## src/hw/rtl/neighbourhood_blend_filter_macros.svh

```systemverilog
// Assertion macros for the neighbourhood blend filter.
`ifndef NEIGHBOURHOOD_BLEND_FILTER_MACROS_SVH
`define NEIGHBOURHOOD_BLEND_FILTER_MACROS_SVH

// Same-cycle implication, disabled in reset.
`define NBF_ASSERT_IMPL(label, clk, rst_n, ante, cons, msg) \
    label: assert property (@(posedge clk) disable iff (!(rst_n)) (ante) |-> (cons)) \
        else $error(msg);

// Next-cycle implication, disabled in reset.
`define NBF_ASSERT_NEXT(label, clk, rst_n, ante, cons, msg) \
    label: assert property (@(posedge clk) disable iff (!(rst_n)) (ante) |=> (cons)) \
        else $error(msg);

`endif

```

## src/hw/rtl/nbf_pkg.sv

```systemverilog
// Types, constants and reciprocal table for the neighbourhood blend filter.
package nbf_pkg;

    localparam int MAX_WIDTH    = 1024;
    localparam int MAX_HEIGHT   = 4096;
    localparam int COL_W        = $clog2(MAX_WIDTH);
    localparam int ROW_W        = $clog2(MAX_HEIGHT + 2);
    localparam int FWIDTH_W     = 11;
    localparam int FHEIGHT_W    = 13;
    localparam int PIX_W        = 32;
    localparam int TAPS         = 9;
    localparam int STEP_W       = 4;
    localparam int NUM_W        = 12;
    localparam int RECIP_W      = 23;
    localparam int RECIP_SHIFT  = 24;
    localparam int ADDR_W       = 4;
    localparam int IDX_W        = 2;

    localparam logic [IDX_W-1:0] REG_WIDTH  = 2'd0;
    localparam logic [IDX_W-1:0] REG_HEIGHT = 2'd1;
    localparam logic [IDX_W-1:0] REG_BORDER = 2'd2;

    localparam logic [FWIDTH_W-1:0]  WIDTH_RST  = 11'd1024;
    localparam logic [FHEIGHT_W-1:0] HEIGHT_RST = 13'd768;
    localparam logic [PIX_W-1:0]     BORDER_RST = 32'hFF00_0000;

    typedef struct packed {
        logic             op;
        logic [PIX_W-1:0] pixel;
    } t_in_word;

    typedef struct packed {
        logic [PIX_W-1:0] color;
        logic             last;
    } t_out_word;

    typedef struct packed {
        logic                       valid;
        logic                       last;
        logic [PIX_W-1:0]           acc;
        logic [TAPS-1:0][PIX_W-1:0] nb;
    } t_stage;

    // ceil(2^24 / (k + 3)) for blend step k + 1
    function automatic logic [RECIP_W-1:0] recip(input logic [STEP_W-1:0] k);
        logic [RECIP_W-1:0] m;
        unique case (k)
            4'd0:    m = 23'd5592406;
            4'd1:    m = 23'd4194304;
            4'd2:    m = 23'd3355444;
            4'd3:    m = 23'd2796203;
            4'd4:    m = 23'd2396746;
            4'd5:    m = 23'd2097152;
            4'd6:    m = 23'd1864136;
            4'd7:    m = 23'd1677722;
            4'd8:    m = 23'd1525202;
            default: m = '0;
        endcase
        return m;
    endfunction

endpackage

```

## src/hw/rtl/nbf_cell.sv

```systemverilog
// One blend step cell: folds one neighbour into the running accumulator.
module nbf_cell (
    input  logic                        i_clk,
    input  logic                        i_rst_n,
    input  logic                        i_adv,
    input  logic [nbf_pkg::STEP_W-1:0]  i_step,
    input  nbf_pkg::t_stage             i_stage,
    output nbf_pkg::t_stage             o_stage
);
    import nbf_pkg::*;

    logic [PIX_W-1:0]                   nb;
    logic [RECIP_W-1:0]                 m;
    logic [3:0][NUM_W-1:0]              num;
    logic [3:0][NUM_W+RECIP_W-1:0]      prod;
    logic [PIX_W-1:0]                   n_acc;
    logic                               r_valid;
    logic                               r_last;
    logic [PIX_W-1:0]                   r_acc;
    logic [TAPS-1:0][PIX_W-1:0]         r_nb;

    always_comb begin
        nb = i_stage.nb[i_step];
        m  = recip(i_step);
        for (int b = 0; b < 4; b++) begin
            num[b]  = NUM_W'(i_stage.acc[8*b +: 8]) * NUM_W'(i_step + STEP_W'(1))
                    + NUM_W'({nb[8*b +: 8], 1'b0});
            prod[b] = (NUM_W + RECIP_W)'(num[b]) * (NUM_W + RECIP_W)'(m);
            n_acc[8*b +: 8] = prod[b][RECIP_SHIFT +: 8];
        end
    end

    always_ff @(posedge i_clk) begin
        if (!i_rst_n) begin
            r_valid <= 1'b0;
        end else if (i_adv) begin
            r_valid <= i_stage.valid;
        end
    end

    always_ff @(posedge i_clk) begin
        if (i_adv) begin
            r_last <= i_stage.last;
            r_acc  <= n_acc;
            r_nb   <= i_stage.nb;
        end
    end

    assign o_stage = '{valid: r_valid, last: r_last, acc: r_acc, nb: r_nb};

endmodule
```

## config.mk

```make
export PLATFORM = sky130hd
export DESIGN_NAME = nbf_cell
export DESIGN_NICKNAME = d
export VERILOG_FILES = /design/src/hw/rtl/neighbourhood_blend_filter_macros.svh /design/src/hw/rtl/nbf_pkg.sv /design/src/hw/rtl/nbf_cell.sv
export SDC_FILE = /design/constraint.sdc
export NUM_CORES = 2
export LEC_CHECK = 0
export BUFFER_PORTS_ARGS = -buffer_cell sky130_fd_sc_hd__buf_2
export CORE_UTILIZATION = 50
export CTS_BUF_LIST = sky130_fd_sc_hd__clkbuf_2
export CTS_CLUSTER_SIZE = 25
export DETAILED_ROUTE_END_ITERATION = 6
export PLACE_DENSITY = 0.7
export SYNTH_ARGS = -nofsm -noshare
export SYNTH_HDL_FRONTEND = slang
export SYNTH_SLANG_ARGS = --single-unit
```

## constraint.sdc

```tcl
create_clock -name i_clk -period 13.5 [get_ports i_clk]
set_input_delay 0.675 -clock i_clk [delete_from_list [all_inputs] [get_ports i_clk]]
set_output_delay 0.675 -clock i_clk [all_outputs]
set_load 0.01 [all_outputs]
```

==> metrics.md <==
| Metric | Value |
|---|---|
| Placed wire-length estimate | around 150 mm |
| Max Slew Vio Count | 0 |
| Post-synth net total | roughly 6400 |
| Worst slew margin relative to its limit | between 10% and 20% |
| Syn avg cell area | roughly 10 um2 |
| Initial antenna violation count | slightly above 60 |
| Share of layout cells above drive strength 1 | 16.9% |
| Global-route usage over all layers | roughly 41% |
| Via Count | about 40000 |
| Violated checks | design-rule violations |
| Most common cell after layout, fill and taps aside | inv_1 |
| RePlAce Congestion | about 1.1 |
| TritonCTS clock tree | yes |
| Drt pass-1 iters | 7 |
| Io pins | 651 |
| Tightest Hold Check Type | in2reg |
| Sink Count | about 320 |
| Die Width | 312 um |
| Power share of the sequential group | 9.4% |
| Multi-input logic area | ~33000 um2 |
| CP Max Fanout | 35 |
| Most frequent cells in the layout | inv_1 (1215), fa_1 (932), nand2_1 (662) |
| First-pass GRT wire length | 281 mm |
| CP Class | in2reg |
| Grt total ovfl | 0 |
| Top FF cell, synth | edfxtp_1 |
| Slowest CP cell | xor2_1 |
| Core Footprint | ~95000 um2 |
| Worst-path clk slew | between 100 and 150 ps |
| Unrepaired setup endpoints after global routing | false |
| Die Span Y | a little over 300 um |
| Vias in the first global route | 41500 |
| Count of cell types in the netlist | 74 |
| Final period utilization | roughly four fifths |
| Critical path required time | between 10000 and 15000 ps |
| Clk_lat worst skew | 1230 ps |
| Fin Clk Skew | 0 ps |
| Synth area leaders | fa_1 (39%), edfxtp_1 (20%), inv_1 (9.5%) |
| Row count | 113 |
| Crit end category | flop |
| Clock Path Buffers | 3 |
| Clk pwr share | between 4 and 5% |
| Via density | between 5 and 6 |
| DRT Wirelength | between 150 and 200 mm |
| FMAX | ~94 MHz |
| Setup tns final | 0 ps |
| First DRT Iteration DRCs | approximately 4800 |
| Sequential share of the synthesized area | about a fifth |
| Final setup violation count | 0 |
| DRT antenna net count | 0 |
| Max_cap viols | 0 |
| Storage cell area | about 9700 um2 |
| Root buffer cell | clkbuf_2 |
| Seq cells post-synth | 322 |
| Mapped Cells | 4839 |
| Net load switching power | just under 9 mW |
| H-tree depth | 3 |
| DR WL/cell | roughly 27 um |
| Core Util, Final | about 60% |
| PortBufs | 650 |
| Filler instances | approximately 8300 |
| Yosys warns | 0 |
| Cell accounting for the most synthesized area | fa_1 |
| Worst path max stage delay | between 800 and 900 ps |
| Area fraction of the dominant cell type after synthesis | between 30% and 40% |
| Crit path time final | between 10000 and 15000 ps |
| Type of origin of the critical path | primary input |
| Pleak | between 20 and 30 nW |
| NumNets Final | between 7000 and 8000 |
| Post-CTS setup buffer count | 0 |
| Die area | 97300 um2 |
| # DRC | 1 |
| Cell with the most instances on the worst path | fa_1 |
| Area Growth Syn to Fin | 18.0% |
| Final hold vios | 0 |
| Peak VDD IR | ~0.41 mV |
| Sw Ratio | 56.0% |
| Initial core utilization | between 50% and 60% |
| Power per cell area | approximately 280 nW/um2 |
| Outcome | finished with violations |
| CTS buffer count | 83 |
| Post-synth EDFFs | between 300 and 400 |
| Share of flip-flops with an asynchronous set or reset | 0% |
| CP Data Arrival Time | ~12000 ps |
| Netlist Area Pre-Place | between 40000 and 50000 um2 |
| Largest net degree at the start of global routing | roughly 160 |
| Worst-Margin Slew | 1330 ps |
| Internal power | around 6.9 mW |
| Comb pwr share | 86.3% |
[layout make-up]
| class | instances | share of cell area (%) |
|---|---|---|
| multi-input cells | 3092 | 58.5 |
| diodes | 31 | 0.137 |
| inverters | 1217 | 8.06 |
| repair buffers | 1037 | 12.3 |
| well taps | 1265 | 2.79 |
| flip-flops and latches | 322 | 17.0 |
| clock buffers | 112 | 0.989 |
| clock inverters | 24 | 0.221 |
[metrics by stage]
stage | setup WS (ps) | power (mW) | area [um2] | cells | hold WS (ps)
after floorplan | 2900 | 10.7 | 48000 | 4839 | 484
after global placement | 1760 | 14.5 | 52900 | 6634 | 560
after detailed placement | 1650 | 14.7 | 52900 | 6634 | 564
after CTS | 3100 | 15.6 | 56600 | 7069 | 10.8
after global routing | 2500 | 17.5 | 56600 | 7081 | 80.6
final | 2810 | 15.7 | 56700 | 7100 | 113
[cell families after synthesis]
family,share of synthesized area [%]
simple gates,12.5
mux,3.47
buf+inv,11.2
flops,20.1
xor+xnor,2.16
compound gates,3.97
fa+ha+maj,46.6
[state kept, by name (all words and copies together), names as in the netlist]
register and cells:
o_stage 288, r_acc 32, r_last 1, r_valid 1
[critical path: cells and delay by family]
family	cells	cell delay (ps)
adders and majority gates	10	4690
AOI/OAI and AO/OA	7	2260
buffers and inverters	7	1160
xor gates and xnor gates	2	1040
and+or+nand+nor	4	960
muxes	2	830
[final timing paths]
kind / from / end / slack [ps] / depth (start not counted)
max: i_step[1] / r_acc[23] / 2810 / 32
min: i_stage[43] / o_stage[43] / 110 / 2
max reg2reg: r_valid / r_valid / 12300 / 3
min reg2reg: r_valid / r_valid / 1120 / 3
[Yosys cell counts, types with 62 or more instances]
library cell  instances
a21oi_1              85
and2_1              106
clkbuf_1            175
edfxtp_1            321
fa_1                932
ha_1                296
inv_1              1216
nand2_1             666
nand2b_1             70
nor2_1              353
o21ai_0              62
xnor2_1              67
[power by group through the flow]
stage          logic (mW)  clock network, mW  registers [mW]
2_1_floorplan        9.20                  0            1.52
3_3_place_gp         13.0                  0            1.49
3_5_place_dp         13.2                  0            1.49
4_1_cts              13.4              0.691            1.47
5_1_grt              15.2              0.733            1.48
6_report             13.5              0.682            1.47
[metal layers]
| layer | track usage, % | routed length [um] | part of all wire (%) |
|---|---|---|---|
| met5 | 0 | 285 | 0.15 |
| met3 | 14.7 | 27400 | 14 |
| met4 | 25.1 | 14500 | 7.5 |
| met2 | 60.1 | 83000 | 43 |
| met1 | 51.0 | 68400 | 35 |
[timing repair]
| action | 4_1_cts | 5_1_grt |
|---|---|---|
| resized for setup | 0 | 0 |
| hold buffers | 299 | 0 |
| endpoints found under the hold margin | 376 | 0 |
No activity file was read; power rests on OpenSTA's default activity.
